<file path="config.mk">
export PLATFORM = sky130hd
export DESIGN_NAME = serial_frame_receiver_crc16_core
export DESIGN_NICKNAME = d
export VERILOG_FILES = /design/src/hw/rtl/sfr_pkg.sv /design/src/hw/rtl/serial_frame_receiver_crc16_core.sv
export SDC_FILE = /design/constraint.sdc
export NUM_CORES = 1
export LEC_CHECK = 0
export BUFFER_PORTS_ARGS = -buffer_cell sky130_fd_sc_hd__buf_2
export CELL_PAD_IN_SITES_DETAIL_PLACEMENT = 0
export CELL_PAD_IN_SITES_GLOBAL_PLACEMENT = 1
export CORE_MARGIN = 1.5
export CORE_UTILIZATION = 30
export DETAILED_ROUTE_END_ITERATION = 8
export GPL_TIMING_DRIVEN = 0
export PLACE_DENSITY_LB_ADDON = 0.1
export SYNTH_ARGS = -nofsm -noshare
export SYNTH_HDL_FRONTEND = slang
export SYNTH_SLANG_ARGS = --single-unit
</file>
<file path="constraint.sdc">
create_clock -name aclk -period 5.6 [get_ports aclk]
set_clock_uncertainty 0.15 [all_clocks]
set_input_delay 0.84 -clock aclk [delete_from_list [all_inputs] [get_ports aclk]]
set_output_delay 0.84 -clock aclk [all_outputs]
set_load 0.05 [all_outputs]
</file>
<file path="src/hw/rtl/sfr_pkg.sv">
// Package for the serial frame receiver: parser phases, register indexes,
// result record type and the CRC-16 byte update. No dependencies.

package sfr_pkg;

    // Parser phase
    typedef enum logic [1:0] {
        PH_HUNT1 = 2'd0,
        PH_HUNT2 = 2'd1,
        PH_LEN   = 2'd2,
        PH_BODY  = 2'd3
    } phase_t;

    // Configuration register indexes
    localparam logic [2:0] REG_HEADER_FIRST  = 3'd0;
    localparam logic [2:0] REG_HEADER_SECOND = 3'd1;
    localparam logic [2:0] REG_LENGTH_LIMIT  = 3'd2;
    localparam logic [2:0] REG_CRC_ENABLE    = 3'd3;
    localparam logic [2:0] REG_READ_OPCODE   = 3'd4;
    localparam logic [2:0] REG_WRITE_OPCODE  = 3'd5;
    localparam logic [2:0] REG_ACK_FIRST     = 3'd6;
    localparam logic [2:0] REG_ACK_SECOND    = 3'd7;

    // Frame kinds
    localparam logic [1:0] KIND_READ  = 2'd0;
    localparam logic [1:0] KIND_WRITE = 2'd1;
    localparam logic [1:0] KIND_ACK   = 2'd2;
    localparam logic [1:0] KIND_OTHER = 2'd3;

    // Frame status codes
    localparam logic [1:0] STAT_OK   = 2'd0;
    localparam logic [1:0] STAT_CRC  = 2'd1;
    localparam logic [1:0] STAT_SIZE = 2'd2;

    // CRC-16, reflected polynomial
    localparam logic [15:0] CRC_POLY = 16'hA001;
    localparam logic [15:0] CRC_INIT = 16'hFFFF;

    // One result transaction
    typedef struct packed {
        logic [7:0]  body_byte;
        logic [7:0]  body_index;
        logic        is_payload;
        logic        frame_end;
        logic [1:0]  frame_kind;
        logic [1:0]  frame_status;
        logic [15:0] var_address;
        logic [7:0]  word_count;
        logic        ack_good;
    } result_t;

    // Fold one byte into the CRC, LSB first
    function automatic logic [15:0] crc16_byte(input logic [15:0] crc_in,
                                               input logic [7:0] data);
        logic [15:0] c;
        c = crc_in ^ {8'h00, data};
        for (int k = 0; k < 8; k++) begin
            if (c[0]) begin
                c = (c >> 1) ^ CRC_POLY;
            end else begin
                c = c >> 1;
            end
        end
        return c;
    endfunction

endpackage

</file>
<file path="src/hw/rtl/serial_frame_receiver_crc16_core.sv">
// Serial frame receiver: header hunt, length check, body classification and
// optional CRC-16 check. Depends on sfr_pkg.
//
//   channel   | direction | handshake            | payload
//   ----------+-----------+----------------------+-------------------------------
//   s_        | in        | s_valid / s_ready    | s_rx_byte
//   m_        | out       | m_valid / m_ready    | one body byte and frame report
//   cfg_      | in        | cfg_valid / cfg_ready| cfg_index, cfg_data
//
// One byte per cycle while s_ready is high: each accepted byte updates the
// parser state and, for body bytes, loads a result into the output register,
// or into the skid register when the output register stays full.
// A two-entry output stage (output register plus skid register) keeps s_ready
// high while one result waits; s_ready drops only when both are full. Reset is
// synchronous, active low, and restores the register defaults and hunting phase.

module serial_frame_receiver_crc16_core (
    input  logic        aclk,
    input  logic        aresetn,
    // byte input
    input  logic        s_valid,
    output logic        s_ready,
    input  logic [7:0]  s_rx_byte,
    // result output
    output logic        m_valid,
    input  logic        m_ready,
    output logic [7:0]  m_body_byte,
    output logic [7:0]  m_body_index,
    output logic        m_is_payload,
    output logic        m_frame_end,
    output logic [1:0]  m_frame_kind,
    output logic [1:0]  m_frame_status,
    output logic [15:0] m_var_address,
    output logic [7:0]  m_word_count,
    output logic        m_ack_good,
    // configuration writes
    input  logic        cfg_valid,
    output logic        cfg_ready,
    input  logic [2:0]  cfg_index,
    input  logic [7:0]  cfg_data
);
    import sfr_pkg::*;

    // Configuration registers
    logic [7:0] header_first_reg, header_second_reg, length_limit_reg;
    logic       crc_enable_reg;
    logic [7:0] read_opcode_reg, write_opcode_reg, ack_first_reg, ack_second_reg;

    // Parser state
    phase_t      phase_reg, phase_next;
    logic [7:0]  body_length_reg, body_length_next;
    logic [7:0]  bytes_seen_reg, bytes_seen_next;
    logic [15:0] running_crc_reg, running_crc_next;
    logic [7:0]  opcode_seen_reg, opcode_seen_next;
    logic [15:0] address_seen_reg, address_seen_next;
    logic [7:0]  count_seen_reg, count_seen_next;
    logic [7:0]  crc_low_seen_reg, crc_low_seen_next;
    logic [1:0]  ack_match_reg, ack_match_next;

    // Output stage
    result_t out_reg, skid_reg, res_next;
    logic    out_valid_reg, skid_valid_reg;
    logic    res_valid;

    logic s_fire, m_fire, len_ok, last_byte;
    logic [8:0] idx_ext, len_ext, crcsz_ext;
    logic [9:0] read_size;
    logic [15:0] rx_crc;
    logic [1:0]  kind;

    assign s_ready   = !skid_valid_reg;
    assign cfg_ready = 1'b1;
    assign s_fire    = s_valid && s_ready;
    assign m_fire    = out_valid_reg && m_ready;

    // Configuration write port
    always_ff @(posedge aclk) begin
        if (!aresetn) begin
            header_first_reg  <= 8'h5A;
            header_second_reg <= 8'hA5;
            length_limit_reg  <= 8'd249;
            crc_enable_reg    <= 1'b0;
            read_opcode_reg   <= 8'h83;
            write_opcode_reg  <= 8'h82;
            ack_first_reg     <= 8'h4F;
            ack_second_reg    <= 8'h4B;
        end else if (cfg_valid && cfg_ready) begin
            unique case (cfg_index)
                REG_HEADER_FIRST:  header_first_reg  <= cfg_data;
                REG_HEADER_SECOND: header_second_reg <= cfg_data;
                REG_LENGTH_LIMIT:  length_limit_reg  <= cfg_data;
                REG_CRC_ENABLE:    crc_enable_reg    <= cfg_data[0];
                REG_READ_OPCODE:   read_opcode_reg   <= cfg_data;
                REG_WRITE_OPCODE:  write_opcode_reg  <= cfg_data;
                REG_ACK_FIRST:     ack_first_reg     <= cfg_data;
                REG_ACK_SECOND:    ack_second_reg    <= cfg_data;
            endcase
        end
    end

    // Shared decode of the incoming byte
    assign len_ok    = (s_rx_byte != 8'd0) && (s_rx_byte <= length_limit_reg);
    assign idx_ext   = {1'b0, bytes_seen_reg};
    assign len_ext   = {1'b0, body_length_reg};
    assign crcsz_ext = crc_enable_reg ? 9'd2 : 9'd0;
    assign last_byte = (idx_ext + 9'd1) >= len_ext;

    // Next phase
    always_comb begin
        phase_next = phase_reg;
        unique case (phase_reg)
            PH_HUNT1: begin
                phase_next = (s_rx_byte == header_first_reg) ? PH_HUNT2 : PH_HUNT1;
            end
            PH_HUNT2: begin
                priority if (s_rx_byte == header_second_reg) phase_next = PH_LEN;
                else if (s_rx_byte == header_first_reg)      phase_next = PH_HUNT2;
                else                                         phase_next = PH_HUNT1;
            end
            PH_LEN: begin
                // bad length: slide the header window by one byte
                priority if (len_ok) phase_next = PH_BODY;
                else if (header_second_reg == header_first_reg &&
                         s_rx_byte == header_second_reg) phase_next = PH_LEN;
                else if (s_rx_byte == header_first_reg)  phase_next = PH_HUNT2;
                else                                     phase_next = PH_HUNT1;
            end
            PH_BODY: begin
                phase_next = last_byte ? PH_HUNT1 : PH_BODY;
            end
            default: phase_next = PH_HUNT1;
        endcase
    end

    // Body datapath and result record
    always_comb begin
        body_length_next  = body_length_reg;
        bytes_seen_next   = bytes_seen_reg;
        running_crc_next  = running_crc_reg;
        opcode_seen_next  = opcode_seen_reg;
        address_seen_next = address_seen_reg;
        count_seen_next   = count_seen_reg;
        crc_low_seen_next = crc_low_seen_reg;
        ack_match_next    = ack_match_reg;
        res_next          = '0;
        res_valid         = 1'b0;
        kind              = KIND_OTHER;
        rx_crc            = {s_rx_byte, crc_low_seen_reg};
        read_size         = 10'd4 + {1'b0, count_seen_reg, 1'b0} + {1'b0, crcsz_ext};

        if (phase_reg == PH_LEN && len_ok) begin
            body_length_next  = s_rx_byte;
            bytes_seen_next   = 8'd0;
            running_crc_next  = CRC_INIT;
            opcode_seen_next  = 8'd0;
            address_seen_next = 16'd0;
            count_seen_next   = 8'd0;
            crc_low_seen_next = 8'd0;
            ack_match_next    = 2'b00;
        end

        if (phase_reg == PH_BODY) begin
            // capture header fields of the body
            unique case (bytes_seen_reg)
                8'd0: opcode_seen_next = s_rx_byte;
                8'd1: begin
                    address_seen_next[15:8] = s_rx_byte;
                    if (s_rx_byte == ack_first_reg) ack_match_next[0] = 1'b1;
                end
                8'd2: begin
                    address_seen_next[7:0] = s_rx_byte;
                    if (s_rx_byte == ack_second_reg) ack_match_next[1] = 1'b1;
                end
                8'd3:    count_seen_next = s_rx_byte;
                default: ;
            endcase
            read_size = 10'd4 + {1'b0, count_seen_next, 1'b0} + {1'b0, crcsz_ext};

            priority if (opcode_seen_next == read_opcode_reg) kind = KIND_READ;
            else if (opcode_seen_next == write_opcode_reg)
                kind = (len_ext == 9'd3 + crcsz_ext) ? KIND_ACK : KIND_WRITE;
            else kind = KIND_OTHER;

            res_valid           = 1'b1;
            res_next.body_byte  = s_rx_byte;
            res_next.body_index = bytes_seen_reg;
            res_next.is_payload =
                ((kind == KIND_READ && idx_ext >= 9'd4) ||
                 (kind == KIND_WRITE && idx_ext >= 9'd3)) &&
                ((idx_ext + crcsz_ext) < len_ext);

            if (!last_byte) begin
                if ((idx_ext + 9'd2) < len_ext) begin
                    running_crc_next = crc16_byte(running_crc_reg, s_rx_byte);
                end else begin
                    crc_low_seen_next = s_rx_byte;
                end
                bytes_seen_next = bytes_seen_reg + 8'd1;
            end else begin
                // frame report on the last byte
                res_next.frame_end    = 1'b1;
                res_next.frame_kind   = kind;
                res_next.frame_status = STAT_OK;
                if (crc_enable_reg &&
                    (len_ext < 9'd3 || rx_crc != running_crc_reg)) begin
                    res_next.frame_status = STAT_CRC;
                end else if (kind == KIND_READ) begin
                    if (len_ext < 9'd4 || {1'b0, len_ext} != read_size)
                        res_next.frame_status = STAT_SIZE;
                end else if (kind == KIND_WRITE) begin
                    if (len_ext < 9'd4 || len_ext < 9'd3 + crcsz_ext)
                        res_next.frame_status = STAT_SIZE;
                end
                res_next.var_address = address_seen_next;
                res_next.word_count  = (kind == KIND_READ) ? count_seen_next : 8'd0;
                res_next.ack_good    = (kind == KIND_ACK) && (ack_match_next == 2'b11);
                bytes_seen_next      = 8'd0;
            end
        end
    end

    // Parser state registers
    always_ff @(posedge aclk) begin
        if (!aresetn) begin
            phase_reg        <= PH_HUNT1;
            body_length_reg  <= 8'd0;
            bytes_seen_reg   <= 8'd0;
            running_crc_reg  <= CRC_INIT;
            opcode_seen_reg  <= 8'd0;
            address_seen_reg <= 16'd0;
            count_seen_reg   <= 8'd0;
            crc_low_seen_reg <= 8'd0;
            ack_match_reg    <= 2'b00;
        end else if (s_fire) begin
            phase_reg        <= phase_next;
            body_length_reg  <= body_length_next;
            bytes_seen_reg   <= bytes_seen_next;
            running_crc_reg  <= running_crc_next;
            opcode_seen_reg  <= opcode_seen_next;
            address_seen_reg <= address_seen_next;
            count_seen_reg   <= count_seen_next;
            crc_low_seen_reg <= crc_low_seen_next;
            ack_match_reg    <= ack_match_next;
        end
    end

    // Output register with skid entry
    always_ff @(posedge aclk) begin
        if (!aresetn) begin
            out_valid_reg  <= 1'b0;
            skid_valid_reg <= 1'b0;
        end else if (skid_valid_reg) begin
            if (m_fire) begin
                out_valid_reg  <= 1'b1;
                skid_valid_reg <= 1'b0;
            end
        end else if (s_fire && res_valid) begin
            if (!out_valid_reg || m_fire) begin
                out_valid_reg <= 1'b1;
            end else begin
                skid_valid_reg <= 1'b1;
            end
        end else if (m_fire) begin
            out_valid_reg <= 1'b0;
        end
    end

    always_ff @(posedge aclk) begin
        if (skid_valid_reg) begin
            if (m_fire) out_reg <= skid_reg;
        end else if (s_fire && res_valid) begin
            if (!out_valid_reg || m_fire) out_reg  <= res_next;
            else                          skid_reg <= res_next;
        end
    end

    assign m_valid        = out_valid_reg;
    assign m_body_byte    = out_reg.body_byte;
    assign m_body_index   = out_reg.body_index;
    assign m_is_payload   = out_reg.is_payload;
    assign m_frame_end    = out_reg.frame_end;
    assign m_frame_kind   = out_reg.frame_kind;
    assign m_frame_status = out_reg.frame_status;
    assign m_var_address  = out_reg.var_address;
    assign m_word_count   = out_reg.word_count;
    assign m_ack_good     = out_reg.ack_good;

`ifndef SYNTHESIS
    // skid entry is only ever filled behind a full output register
    assert property (@(posedge aclk) disable iff (!aresetn)
        skid_valid_reg |-> out_valid_reg)
        else $error("skid entry valid with empty output register");

    // a waiting skid entry moves up when the output is taken
    assert property (@(posedge aclk) disable iff (!aresetn)
        (skid_valid_reg && m_ready) |=> (out_valid_reg && !skid_valid_reg))
        else $error("skid entry not forwarded");

    // frame report fields stay zero before the last byte
    assert property (@(posedge aclk) disable iff (!aresetn)
        (m_valid && !m_frame_end) |->
            (m_frame_kind == KIND_READ && m_frame_status == STAT_OK &&
             m_var_address == 16'd0 && m_word_count == 8'd0 && !m_ack_good))
        else $error("frame report set on a non-final byte");

    // in the body phase the byte index stays below the frame length
    assert property (@(posedge aclk) disable iff (!aresetn)
        (phase_reg == PH_BODY) |-> (bytes_seen_reg < body_length_reg))
        else $error("body index beyond frame length");
`endif

endmodule
</file>
Word-level counts from Yosys, hierarchy flattened
Index checks and enable logic that the tools add are counted.
{"block": "word_totals", "wordCells": 225, "reg_bits": 229, "in_bits": 24}
{"block": "classes", "muxes": 93, "reduce_logical": 40, "n_eq_ne": 28, "magnitude_cmp": 9, "add_sub_neg": 7, "n_bitwise": 11}
{"operator": "16-bit 2-to-1 mux", "count": 35}
{"operator": "47-bit 2-to-1 mux", "count": 5}
{"operator": "8-bit 2-to-1 mux", "count": 18}
{"operator": "8-bit equality test", "count": 7}
{"operator": "2-bit 2-to-1 mux", "count": 16}
{"operator": "30-bit 2-to-1 mux", "count": 1}
{"operator": "2-bit inverter with 3-bit output", "count": 8}
{"operator": "2-bit AND reduction", "count": 10}
{"operator": "9-bit by 8-bit less-than comparator with 1-bit output", "count": 2}
{"operator": "1-bit 2-to-1 mux", "count": 17}
{"operator": "8-bit by 2-bit equality test with 1-bit output, second input constant", "count": 2}
{"operator": "16-bit inequality test", "count": 1}
{"operator": "16-bit by 8-bit bitwise XOR with 16-bit output", "count": 1}
{"operator": "3-bit equality test, second input constant", "count": 4}
{"operator": "1-bit logical AND", "count": 11}
{"operator": "10-bit by 2-bit adder with 10-bit output", "count": 1}
{"operator": "3-bit by 9-bit adder with 10-bit output, first input constant", "count": 1}
{"operator": "8-bit by 10-bit inequality test with 1-bit output", "count": 1}
{"operator": "8-bit by 1-bit adder with 9-bit output, second input constant", "count": 1}
{"operator": "8-bit by 2-bit adder with 9-bit output", "count": 1}
{"operator": "8-bit by 2-bit adder with 9-bit output, second input constant", "count": 1}
{"operator": "8-bit by 9-bit equality test with 1-bit output", "count": 1}
{"operator": "9-bit by 8-bit >= comparator with 1-bit output", "count": 1}
{"operator": "3-bit AND reduction", "count": 3}
{"operator": "24 further kinds", "count": 39}

Longest topological paths before layout
Gate-level depths: netlist of run 1.
{"block": "logic_depth", "word_depth": 41, "depth_mapped": 22}

Worst setup path before layout of run 1
Ideal clock, no wire load.
{"block": "synth_timing", "path_type": "input -> register", "startpoint": "input port s_rx_byte[0]", "endpoint": "register out_reg, in the netlist m_frame_status[1], data pin", "arrival_time_ns": 4.071, "setup_slack_ns": 1.122, "required_time_ns": 5.193, "path_buffers": 3, "stages": 19, "cell_sequence": "buf_4 clkbuf_1 inv_1 ha_1 nand4_1 o31a_1 a21o_2 buf_2 a31oi_1 inv_1 ha_1 inv_1 ha_1 inv_1 and3_1 or2_0 a211oi_1 o2111ai_1 a32o_1"}
{"block": "synth_between", "elab_chain_len": 19}
{"item": "start: declaration", "line": "serial_frame_receiver_crc16_core.sv:23", "rtl": "input logic [7:0] s_rx_byte,"}
{"item": "branches (longest 13 deep; another with 3-bit by 9-bit adder with 10-bit output)"}
{"item": "2-bit 2-to-1 mux *", "line": "serial_frame_receiver_crc16_core.sv:204", "rtl": "if (crc_enable_reg &&"}
{"item": "30-bit 2-to-1 mux *", "line": "serial_frame_receiver_crc16_core.sv:192", "rtl": "if (!last_byte) begin"}
{"item": "47-bit 2-to-1 mux *", "line": "serial_frame_receiver_crc16_core.sv:162", "rtl": "if (phase_reg == PH_BODY) begin"}
{"item": "47-bit 2-to-1 mux *", "line": "serial_frame_receiver_crc16_core.sv:272", "rtl": "if (!out_valid_reg || m_fire) out_reg <= res_next;"}
{"item": "47-bit 2-to-1 mux *", "line": "serial_frame_receiver_crc16_core.sv:271", "rtl": "end else if (s_fire && res_valid) begin"}
{"item": "47-bit 2-to-1 mux *", "line": "serial_frame_receiver_crc16_core.sv:269", "rtl": "if (skid_valid_reg) begin"}
{"item": "end signal: assignment", "line": "serial_frame_receiver_crc16_core.sv:270", "rtl": "if (m_fire) out_reg <= skid_reg;"}
{"item": "end signal: assignment", "line": "serial_frame_receiver_crc16_core.sv:272"}
{"item": "end: declaration", "line": "serial_frame_receiver_crc16_core.sv:61", "rtl": "result_t out_reg, skid_reg, res_next;"}
Every way passes the cells marked *. The select of a mux whose other input is x is not followed.
A chain may end at the register's enable or synchronous reset.

Worst setup path in the final report of run 1
Ends and elaborated chain as after synthesis.

==> results.sh, run 1 <==
export IMPL_status="finished clean"
export IMPL_grt_overflow_total=0
export IMPL_clock_sinks=229
export IMPL_synth_top_cell_by_area="edfxtp_1"
export IMPL_cts_setup_buffers=0
export IMPL_path_clk_slew_ps=60
export IMPL_cts_buffers=28
export IMPL_area_delta_synth_final_pct=17.21
export IMPL_setup_violations=0
export IMPL_critPathKind="primary input to flop"
export IMPL_cpPeakStageDelay_ps=460
export IMPL_fmax_ghz=0.2019
export IMPL_worstPathRequired_ps=5760
export IMPL_hold_path_cell_count=2
export IMPL_cts_tree="built"
export IMPL_maxCapViolCount=0
export IMPL_clock_root_buffer="clkbuf_16"
export IMPL_postSynthCellCount=1268
export IMPL_fp_row_count=73
export IMPL_tightest_slew_ps=1104
export IMPL_synth_warnings=0
export IMPL_hold_viol=0
export IMPL_fin_nets=1433
export IMPL_synth_distinct_cells=72
export IMPL_die_h_um=203.4
export IMPL_async_flop_share=0
export IMPL_ys_top_cells_by_area="edfxtp_1 (23%), dfxtp_1 (22%), nand2_1 (6.2%), xnor2_1 (5.7%), ha_1 (4.4%)"
export IMPL_grt_pass1_vias=9362
export IMPL_final_common_cell="nand2_1"
export IMPL_max_slew_margin_rel=0.2581
export IMPL_postSynthAreaPerCell_sq_um=9.502
export IMPL_grtUsageTotal=0.1899
export IMPL_critPathSlowestCell="a31oi_1"
export IMPL_leakagePower_uw=0.005214
export IMPL_drt_wirelength_per_cell_um=20.31
export IMPL_peakVddDrop_uv=243.7
export IMPL_drtIter0Drc=497
export IMPL_fin_crit_sh=0.8844
export IMPL_drive_gt1_frac=0.1405
export IMPL_cpMostUsedCell="inv_1"
export IMPL_drv_slew=0
export IMPL_ant_nets=0
export IMPL_cp_cell_sequence="buf_4 -> inv_1 -> ha_1 -> nor2b_1 -> o21ai_0 -> nand4bb_1 -> a21o_2 -> buf_2 -> a31oi_1 -> inv_1 -> ha_1 -> inv_1 -> ha_1 -> inv_1 -> and3_1 -> or2_0 -> a211oi_1 -> o2111ai_1 -> a32o_1"
export IMPL_synth_area_sq_um=12050
export IMPL_rsz0062_at_grt="no"
export IMPL_synth_edff_count=94
export IMPL_reg2reg_depth=18
export IMPL_yosysSeqAreaShare=0.4586
export IMPL_p_per_area_nw_per_um2=279.8
export IMPL_drc=0
export IMPL_core_sq_um=39640
export IMPL_dieArea_sq_um=41380
export IMPL_arrival_ps=5110
export IMPL_yosysTopAreaCellShare=0.2343
export IMPL_start_util=0.3040
export IMPL_grt_max_degree=32
export IMPL_ctsResizeCount=0
export IMPL_totalWireLength_um=38870
export IMPL_ys_flop_type="dfxtp_1"
export IMPL_cts_buffer_depth=3
export IMPL_min_period_ps=4952
export IMPL_grt_pass1_wl_um=59700
export IMPL_ys_seq_elements=229
export IMPL_holdWs_ps=320.2
export IMPL_worst_path_max_fanout=18
export IMPL_via_count=9439
export IMPL_gp_congestion=0.8292
export IMPL_largest_register_ffs=47
export IMPL_antenna_found_initial=0
export IMPL_synth_nets=1334
export IMPL_hp_class="flop to flop"
export IMPL_clock_latency_ps=570
export IMPL_drtPass1Iterations=5
export IMPL_cp_start_kind="primary input"
export IMPL_avgViaCountPerCell=4.932
export IMPL_final_setup_tns_ps=0
export IMPL_die_w_um=203.4
export IMPL_io_pins=74
export IMPL_h_tree_depth=1
export IMPL_end_kind="flop"
export IMPL_final_cell_mix="nand2_1 (199), dfxtp_1 (135), edfxtp_1 (94), buf_2 (85), xnor2_1 (78)"
export IMPL_hpwl_um=28170
export IMPL_io_buffers=68
==> power by group <==
part           total, uW  internal [uW]  switching [uW]
Sequential          1750           1730            11.8
Clock               2000           1230             768
Combinational        207           70.6             136
Total               3950           3040             916
==> area by class of cell <==
| class | count | area [sq um] |
|---|---|---|
| antenna | 1 | 2.502 |
| buffer | 73 | 325.3 |
| clock buffer | 37 | 794.5 |
| clock inverter | 14 | 222.7 |
| fill | 4145 | 25520 |
| inverter | 44 | 165.2 |
| multi-input combinational | 921 | 6042 |
| sequential | 229 | 5525 |
| tap | 525 | 656.9 |
| timing repair buffer | 70 | 387.9 |
==> kinds of logic (layout without fill, tap and decap cells) <==
logic type | after synthesis | count (layout) | share of synthesized area
AND/OR/NAND/NOR | 480 | 480 | 0.1935
AO/OA/AOI/OAI | 249 | 249 | 0.1465
flip-flops | 229 | 229 | 0.4586
buffers and inverters | 118 | 238 | 0.04102
XOR/XNOR | 110 | 110 | 0.07996
adder cells (fa/ha/maj) | 42 | 42 | 0.04361
multiplexers | 39 | 39 | 0.03655
other | 1 | 2 | 0.0003112
==> per-layer routing <==
metal / share of wire / track usage / wire length, um / vias up
li1: - / - / - / 4682
met1: 0.49 / 0.2623 / 18860 / 4507
met2: 0.45 / 0.3096 / 17620 / 197
met3: 0.034 / 0.02557 / 1321 / 53
met4: 0.027 / 0.05370 / 1065 / 0
met5: 0 / 0 / 0 / -
==> worst max-delay path, delay by kind of cell <==
| family | cells | cell delay (ps) |
|---|---|---|
| compound gates | 6 | 1790 |
| fa+ha+maj | 3 | 620 |
| buf+inv | 6 | 1120 |
| simple gates | 4 | 700 |
==> stage by stage <==
stage               setup WS (ps)  std cells  cell area [sq um]  total power, uW    util
global placement           -387.7       1861              13050             1991  0.3291
CTS                         199.5       1914              14120             4003  0.3563
global route                434.3       1913              14120             4078  0.3562
detailed placement         -399.1       1863              13110             1991  0.3306
finish                      647.5       1914              14120             3952  0.3563
floorplan                    1122       1268              12050             1908       -
==> final timing paths <==
check,from,end,slack [ps]
worst max-delay path,s_rx_byte[0],m_frame_status[1]$_DFFE_PP_,650
worst min-delay path,length_limit_reg[2]$_SDFFE_PN0P_,length_limit_reg[2]$_SDFFE_PN0P_,320
worst max register to register,length_limit_reg[5]$_SDFFE_PN1P_,m_frame_status[1]$_DFFE_PP_,960
worst min register to register,length_limit_reg[2]$_SDFFE_PN0P_,length_limit_reg[2]$_SDFFE_PN0P_,320
==> synthesized netlist by cell type (all sizes together) (33+ instances only) <==
cell type    n
nand3       69
ha          42
a22oi       33
nor2        71
dfxtp      135
edfxtp      94
a21boi      44
nor2b       44
clkbuf      42
inv         44
nand2      201
a21oi       51
xnor2       78
==> what timing repair did <==
action,in CTS,in global routing
setup endpoints to repair,0,2
hold endpoints to repair,0,0
hold buffers,0,0
No activity file was read; power rests on OpenSTA's default activity.
==> inputs of run 2 (changes only) <==
--- a/config.mk
+++ b/config.mk
@@ -7,7 +7,7 @@
 export LEC_CHECK = 0
 export BUFFER_PORTS_ARGS = -buffer_cell sky130_fd_sc_hd__buf_2
 export CELL_PAD_IN_SITES_DETAIL_PLACEMENT = 0
-export CELL_PAD_IN_SITES_GLOBAL_PLACEMENT = 1
+export CELL_PAD_IN_SITES_GLOBAL_PLACEMENT = 2
 export CORE_MARGIN = 1.5
 export CORE_UTILIZATION = 30
 export DETAILED_ROUTE_END_ITERATION = 8
==> run 2 against run 1 <==
  * Setup slack improved by 85 ps
  * Maximum frequency rose by 1.8%
  * Combinational power barely moved
  * Sequential share of layout area rose by 0.32 points
  * Worst hold slack got worse by 4.6 ps
  * Design area fell by 0.81%
  * Register-to-register slack improved by 90 ps
  * Critical path depth did not move
  * Sequential cell count did not move
  * Non-clock buffer count did not move
  * Via count fell by 1.0%
  * Sequential power barely moved
==> results.sh, run 2 (synthesis results as in run 1) <==
export IMPL_cp_cell_sequence="buf_4 -> inv_1 -> ha_1 -> nor2b_1 -> o21ai_0 -> nand4bb_1 -> a21o_2 -> buf_2 -> a31oi_1 -> inv_1 -> ha_1 -> inv_1 -> ha_1 -> inv_1 -> and3_1 -> or2_0 -> a211oi_1 -> o2111ai_1 -> a32o_1"
export IMPL_ctsResizeCount=0
export IMPL_hp_class="flop to flop"
export IMPL_antenna_cells=0
export IMPL_worstPathRequired_ps=5770
export IMPL_clock_root_buffer="clkbuf_16"
export IMPL_cts_hold_fix_buffers=0
export IMPL_io_pins=74
export IMPL_cts_buffer_depth=3
export IMPL_cpPeakStageDelay_ps=490
export IMPL_cp_start_kind="primary input"
export IMPL_final_area_sq_um=14010
export IMPL_drv_slew=0
export IMPL_finalNonFillerCells=1912
export IMPL_antenna_found_initial=0
export IMPL_setup_violations=0
export IMPL_critPathSlowestCell="a31oi_1"
export IMPL_dp_cells=1863
export IMPL_core_sq_um=39640
export IMPL_nFillCells=4103
export IMPL_max_slew_margin_rel=0.1330
export IMPL_hold_viol=0
export IMPL_clock_sinks=229
export IMPL_drtPass1Iterations=5
export IMPL_final_cell_mix="nand2_1 (199), dfxtp_1 (135), edfxtp_1 (94), buf_2 (85), xnor2_1 (78)"
export IMPL_status="finished clean"
export IMPL_maxCapViolCount=0
export IMPL_critPathKind="primary input to flop"
export IMPL_drive_gt1_frac=0.1384
export IMPL_placed_area_sq_um=13110
export IMPL_hpwl_um=28870
export IMPL_grt_max_degree=30
export IMPL_drt_wirelength_per_cell_um=20.60
export IMPL_avgViaCountPerCell=4.887
export IMPL_die_h_um=203.4
export IMPL_arrival_ps=5040
export IMPL_final_common_cell="nand2_1"
export IMPL_tightest_slew_ps=1291
export IMPL_cts_setup_buffers=0
export IMPL_p_per_area_nw_per_um2=267.8
export IMPL_rsz0062_at_grt="no"
export IMPL_fp_row_count=73
export IMPL_io_buffers=68
export IMPL_totalWireLength_um=39380
export IMPL_cpMostUsedCell="inv_1"
export IMPL_worst_path_max_fanout=18
export IMPL_drc=0
export IMPL_gp_congestion=0.7779
export IMPL_largest_register_ffs=47
export IMPL_grtUsageTotal=0.1914
export IMPL_fmax_ghz=0.2055
export IMPL_grt_pass1_wl_um=59550
export IMPL_drtIter0Drc=427
export IMPL_clock_latency_ps=570
export IMPL_cts_tree="built"
export IMPL_min_period_ps=4867
export IMPL_cts_buffers=27
export IMPL_finish_utilization=0.3534
export IMPL_grt_overflow_total=0
export IMPL_grt_pass1_vias=9195
export IMPL_fin_nets=1432
export IMPL_end_kind="flop"
export IMPL_leakagePower_uw=0.005159
export IMPL_path_clk_slew_ps=60
export IMPL_fin_crit_sh=0.8691
export IMPL_area_delta_synth_final_pct=16.26
export IMPL_h_tree_depth=1
export IMPL_dieArea_sq_um=41380
export IMPL_via_count=9343
export IMPL_power_uw=3751
export IMPL_ant_nets=0
export IMPL_peakVddDrop_uv=250.1
export IMPL_die_w_um=203.4
export IMPL_start_util=0.3040
## run 2: worst paths after layout
check / start / to / slack [ps] / cells after the start
worst min-delay path: length_limit_reg[2]$_SDFFE_PN0P_ / length_limit_reg[2]$_SDFFE_PN0P_ / 320 / 2
worst max-delay path: s_rx_byte[0] / m_frame_status[1]$_DFFE_PP_ / 730 / 19
worst max register to register: bytes_seen_reg[4]$_SDFFE_PN0P_ / m_var_address[11]$_DFFE_PP_ / 1050 / 13
worst min register to register: length_limit_reg[2]$_SDFFE_PN0P_ / length_limit_reg[2]$_SDFFE_PN0P_ / 320 / 2
## run 2: stage by stage
step           hold slack (ps)  setup slack (ps)  setup TNS, ps
6_report                 315.5             733.0              0
5_1_grt                  340.0             474.7              0
4_1_cts                  320.5             207.0              0
3_5_place_dp             312.8            -394.1         -688.2
3_3_place_gp             309.0            -427.9          -4666
2_1_floorplan            293.5              1122              0
## run 2: final cells by class
cell class / count / area [sq um] / share of cell area
multi-input combinational: 921 / 6042 / 0.4313
timing repair buffer: 70 / 387.9 / 0.02769
clock inverter: 13 / 142.6 / 0.01018
inverter: 44 / 165.2 / 0.01179
tap: 525 / 656.9 / 0.04689
sequential: 229 / 5525 / 0.3944
buffer: 73 / 325.3 / 0.02322
clock buffer: 37 / 763.2 / 0.05448
## run 2: where the power goes
group | switching [uW] | internal (uW) | total [uW]
Sequential | 12.0 | 1730 | 1750
Combinational | 137 | 70.4 | 207
Clock | 746 | 1050 | 1800
Total | 895 | 2860 | 3750
## run 2: metal layers
layer,track usage,vias to the layer above,part of all wire
met2,0.3144,152,0.46
li1,-,4676,-
met5,0,-,0
met1,0.2717,4478,0.49
met4,0.03730,0,0.017
met3,0.02141,37,0.028
## run 2: worst max-delay path: cells and delay by family
| kind | cells | cell delay (ps) |
|---|---|---|
| buffers and inverters | 6 | 1150 |
| adder cells (fa/ha/maj) | 3 | 610 |
| AND/OR/NAND/NOR | 4 | 640 |
| AO/OA/AOI/OAI | 6 | 1760 |
==> inputs of run 3 (changes only) <==
--- a/config.mk
+++ b/config.mk
@@ -5,6 +5,7 @@
 export SDC_FILE = /design/constraint.sdc
 export NUM_CORES = 1
 export LEC_CHECK = 0
+export ABC_AREA = 1
 export BUFFER_PORTS_ARGS = -buffer_cell sky130_fd_sc_hd__buf_2
 export CELL_PAD_IN_SITES_DETAIL_PLACEMENT = 0
 export CELL_PAD_IN_SITES_GLOBAL_PLACEMENT = 2
@@ -12,6 +13,7 @@
 export CORE_UTILIZATION = 30
 export DETAILED_ROUTE_END_ITERATION = 8
 export GPL_TIMING_DRIVEN = 0
+export HOLD_SLACK_MARGIN = 0.02
 export PLACE_DENSITY_LB_ADDON = 0.1
 export SYNTH_ARGS = -nofsm -noshare
 export SYNTH_HDL_FRONTEND = slang
==> run 3 against run 2 <==
  * Clock power down 2%
  * Final cell count rose by 14%
  * Synthesized cell count up 21%
  * Sequential cell count stayed put
  * Area after synthesis up 1.4%
  * Critical path type unchanged
  * Total power up 2.6%
  * Worst hold slack improved by 0.77 ps
  * Sequential power is essentially flat
  * Critical endpoint unchanged
==> results.sh, run 3 <==
export IMPL_status="finished clean"
export IMPL_seq_power_share=0.464
export IMPL_h_tree_depth=1
export IMPL_p_per_area_nw_per_um2=271.8
export IMPL_largest_register_ffs=47
export IMPL_totalWireLength_um=40770
export IMPL_tightest_slew_ps=1099
export IMPL_synth_edff_count=94
export IMPL_ys_seq_elements=229
export IMPL_gp_congestion=0.7909
export IMPL_holdWs_ps=316.3
export IMPL_drt_wirelength_per_cell_um=18.63
export IMPL_via_count=10450
export IMPL_final_common_cell="nand2_1"
export IMPL_drv_slew=0
export IMPL_min_delay_start="count_seen_reg[6]$_SDFFE_PN0P_"
export IMPL_arrival_ps=4580
export IMPL_fmax_ghz=0.2247
export IMPL_leakagePower_uw=0.005742
export IMPL_die_w_um=204.9
export IMPL_end_kind="flop"
export IMPL_die_h_um=204.9
export IMPL_worstReg2RegStart="length_limit_reg[7]$_SDFFE_PN1P_"
export IMPL_path_clk_slew_ps=60
export IMPL_worst_path_max_fanout=10
export IMPL_drtPass1Iterations=5
export IMPL_switchingPower_uw=961.5
export IMPL_pre_cts_ws_ps=596.4
export IMPL_cts_buffers=29
export IMPL_peakVddDrop_uv=203.9
export IMPL_hpwl_um=29430
export IMPL_p_clk_frac=0.457
export IMPL_drive_gt1_frac=0.1112
export IMPL_setup_violations=0
export IMPL_cts_tree="built"
export IMPL_p_comb_frac=0.079
export IMPL_critPathKind="primary input to flop"
export IMPL_area_delta_synth_final_pct=15.86
export IMPL_nFillCells=4269
export IMPL_maxCapViolCount=0
export IMPL_io_pins=74
export IMPL_hold_viol=0
export IMPL_dieArea_sq_um=41960
export IMPL_ys_flop_type="dfxtp_1"
export IMPL_cts_buffer_depth=3
export IMPL_final_area_sq_um=14160
export IMPL_ctsResizeCount=0
export IMPL_finalWorstSetupSlack_ps=1150
export IMPL_avgViaCountPerCell=4.778
export IMPL_min_period_ps=4450
export IMPL_synth_most_common_cell="nand2_1"
export IMPL_start_util=0.3055
export IMPL_cts_hold_fix_buffers=0
export IMPL_yosysTopAreaCellShare=0.2309
export IMPL_grt_pass1_vias=10130
export IMPL_grt_overflow_total=0
export IMPL_ant_nets=0
export IMPL_startpoint="s_rx_byte[3]"
export IMPL_grtUsageTotal=0.1960
export IMPL_grt_pass1_wl_um=62400
export IMPL_antenna_found_initial=0
export IMPL_fin_nets=1709
export IMPL_dp_cells=2137
export IMPL_max_slew_margin_rel=0.2672
export IMPL_clock_root_buffer="clkbuf_16"
export IMPL_finalNonFillerCells=2188
export IMPL_rsz0062_at_grt="no"
export IMPL_fp_row_count=73
export IMPL_io_buffers=70
export IMPL_placed_area_sq_um=13300
export IMPL_synth_warnings=0
export IMPL_synth_area_sq_um=12220
export IMPL_postSynthCellCount=1540
export IMPL_postSynthAreaPerCell_sq_um=7.937
export IMPL_synth_top_cell_by_area="edfxtp_1"
export IMPL_fin_crit_sh=0.7946
export IMPL_p_sw_frac=0.2498
export IMPL_ys_top_cells_by_area="edfxtp_1 (23%), dfxtp_1 (22%), nand2_1 (12%), nor2_1 (5.0%), o21ai_0 (4.8%)"
export IMPL_async_flop_share=0
export IMPL_cp_start_kind="primary input"
export IMPL_hp_class="flop to flop"
export IMPL_core_sq_um=40010
export IMPL_drtIter0Drc=543
export IMPL_clock_latency_ps=570
export IMPL_worstPathRequired_ps=5730
export IMPL_synth_distinct_cells=53
export IMPL_grt_max_degree=26
export IMPL_yosysSeqAreaShare=0.4520
export IMPL_p_int_uw=2888
export IMPL_final_setup_tns_ps=0
export IMPL_final_cell_mix="nand2_1 (381), nor2_1 (161), dfxtp_1 (135), o21ai_0 (117), inv_1 (105)"
export IMPL_clock_sinks=229
export IMPL_synth_nets=1606
export IMPL_cts_setup_buffers=0
export IMPL_ys_top_cells_by_count="nand2_1 (381), nor2_1 (162), dfxtp_1 (135)"
export IMPL_drc=0
export IMPL_antenna_cells=0
run 3: cell types whose count changed after synthesis, sizes merged, moves of 16 or more:
cell    before  now
a21boi      44    0
a21oi       51  100
a221oi       0   16
a22oi       33    0
and3        21    1
inv         44  115
mux2        31    4
nand2      201  398
nor2        71  171
nor2b       44    0
o21ai       32  123
o31ai       18    1
xnor2       78   41
run 3: logic make-up after synthesis:
family                   count (synthesis)  share of synthesized area
AND/OR/NAND/NOR                        700                     0.2451
AO/OA/AOI/OAI                          292                     0.1365
other                                    1                  0.0003068
flip-flops                             229                     0.4520
multiplexers                             4                   0.003685
adder cells (fa/ha/maj)                 42                    0.04299
XOR/XNOR                                72                    0.05159
buffers and inverters                  200                    0.06787
run 3: through the flow:
stage | util | total power (uW)
final | 0.3540 | 3849
after global routing | 0.3540 | 4005
after CTS | 0.3540 | 3904
after detailed placement | 0.3324 | 2126
after global placement | 0.3307 | 2124
after floorplan | - | 2016
run 3: layout make-up:
class	instances	area, sq um	area share
inverters	127	488.0	0.03446
flip-flops and latches	229	5525	0.3902
clock inverters	5	55.05	0.003888
well taps	525	656.9	0.04639
clock buffers	46	809.5	0.05717
plain buffers	73	341.6	0.02412
repair buffers	72	397.9	0.02810
multi-input cells	1111	5887	0.4157
run 3: final timing paths:
check | end | slack [ps] | cells past startpoint
worst min register to register | count_seen_reg[6]$_SDFFE_PN0P_ | 320 | 2
worst min-delay path | count_seen_reg[6]$_SDFFE_PN0P_ | 320 | 2
worst max-delay path | m_frame_status[1]$_DFFE_PP_ | 1150 | 23
worst max register to register | m_frame_status[1]$_DFFE_PP_ | 1490 | 24
run 3: power groups by stage:
stage | Sequential, uW | Clock [uW] | Combinational, uW
5_1_grt | 1790 | 1880 | 341
3_5_place_dp | 1820 | 0 | 306
3_3_place_gp | 1820 | 0 | 305
6_report | 1780 | 1760 | 305
4_1_cts | 1780 | 1810 | 309
2_1_floorplan | 1810 | 0 | 205
run 3: metal layers:
layer  up-vias  share of wire  global-route usage
met5         -              0                   0
met4         0          0.016             0.03624
met3        38          0.034             0.02132
met2       195           0.46              0.3283
met1      4836           0.49              0.2734
li1       5385              -                   -
run 3: critical path: stages:
cell,delay (ps)
buf_2,110
buf_6,170
inv_1,520
nand4_1,170
nor2_1,130
nor2_1,70
nand2_2,150
buf_6,170
buf_2,280
nand3_1,100
o21ai_0,140
ha_1,200
inv_1,50
ha_1,310
o211ai_1,90
a2111oi_0,420
nand2_1,90
nor2_1,100
nand2_1,50
nor2_1,130
nand3_1,90
nand2_1,100
a21oi_1,90
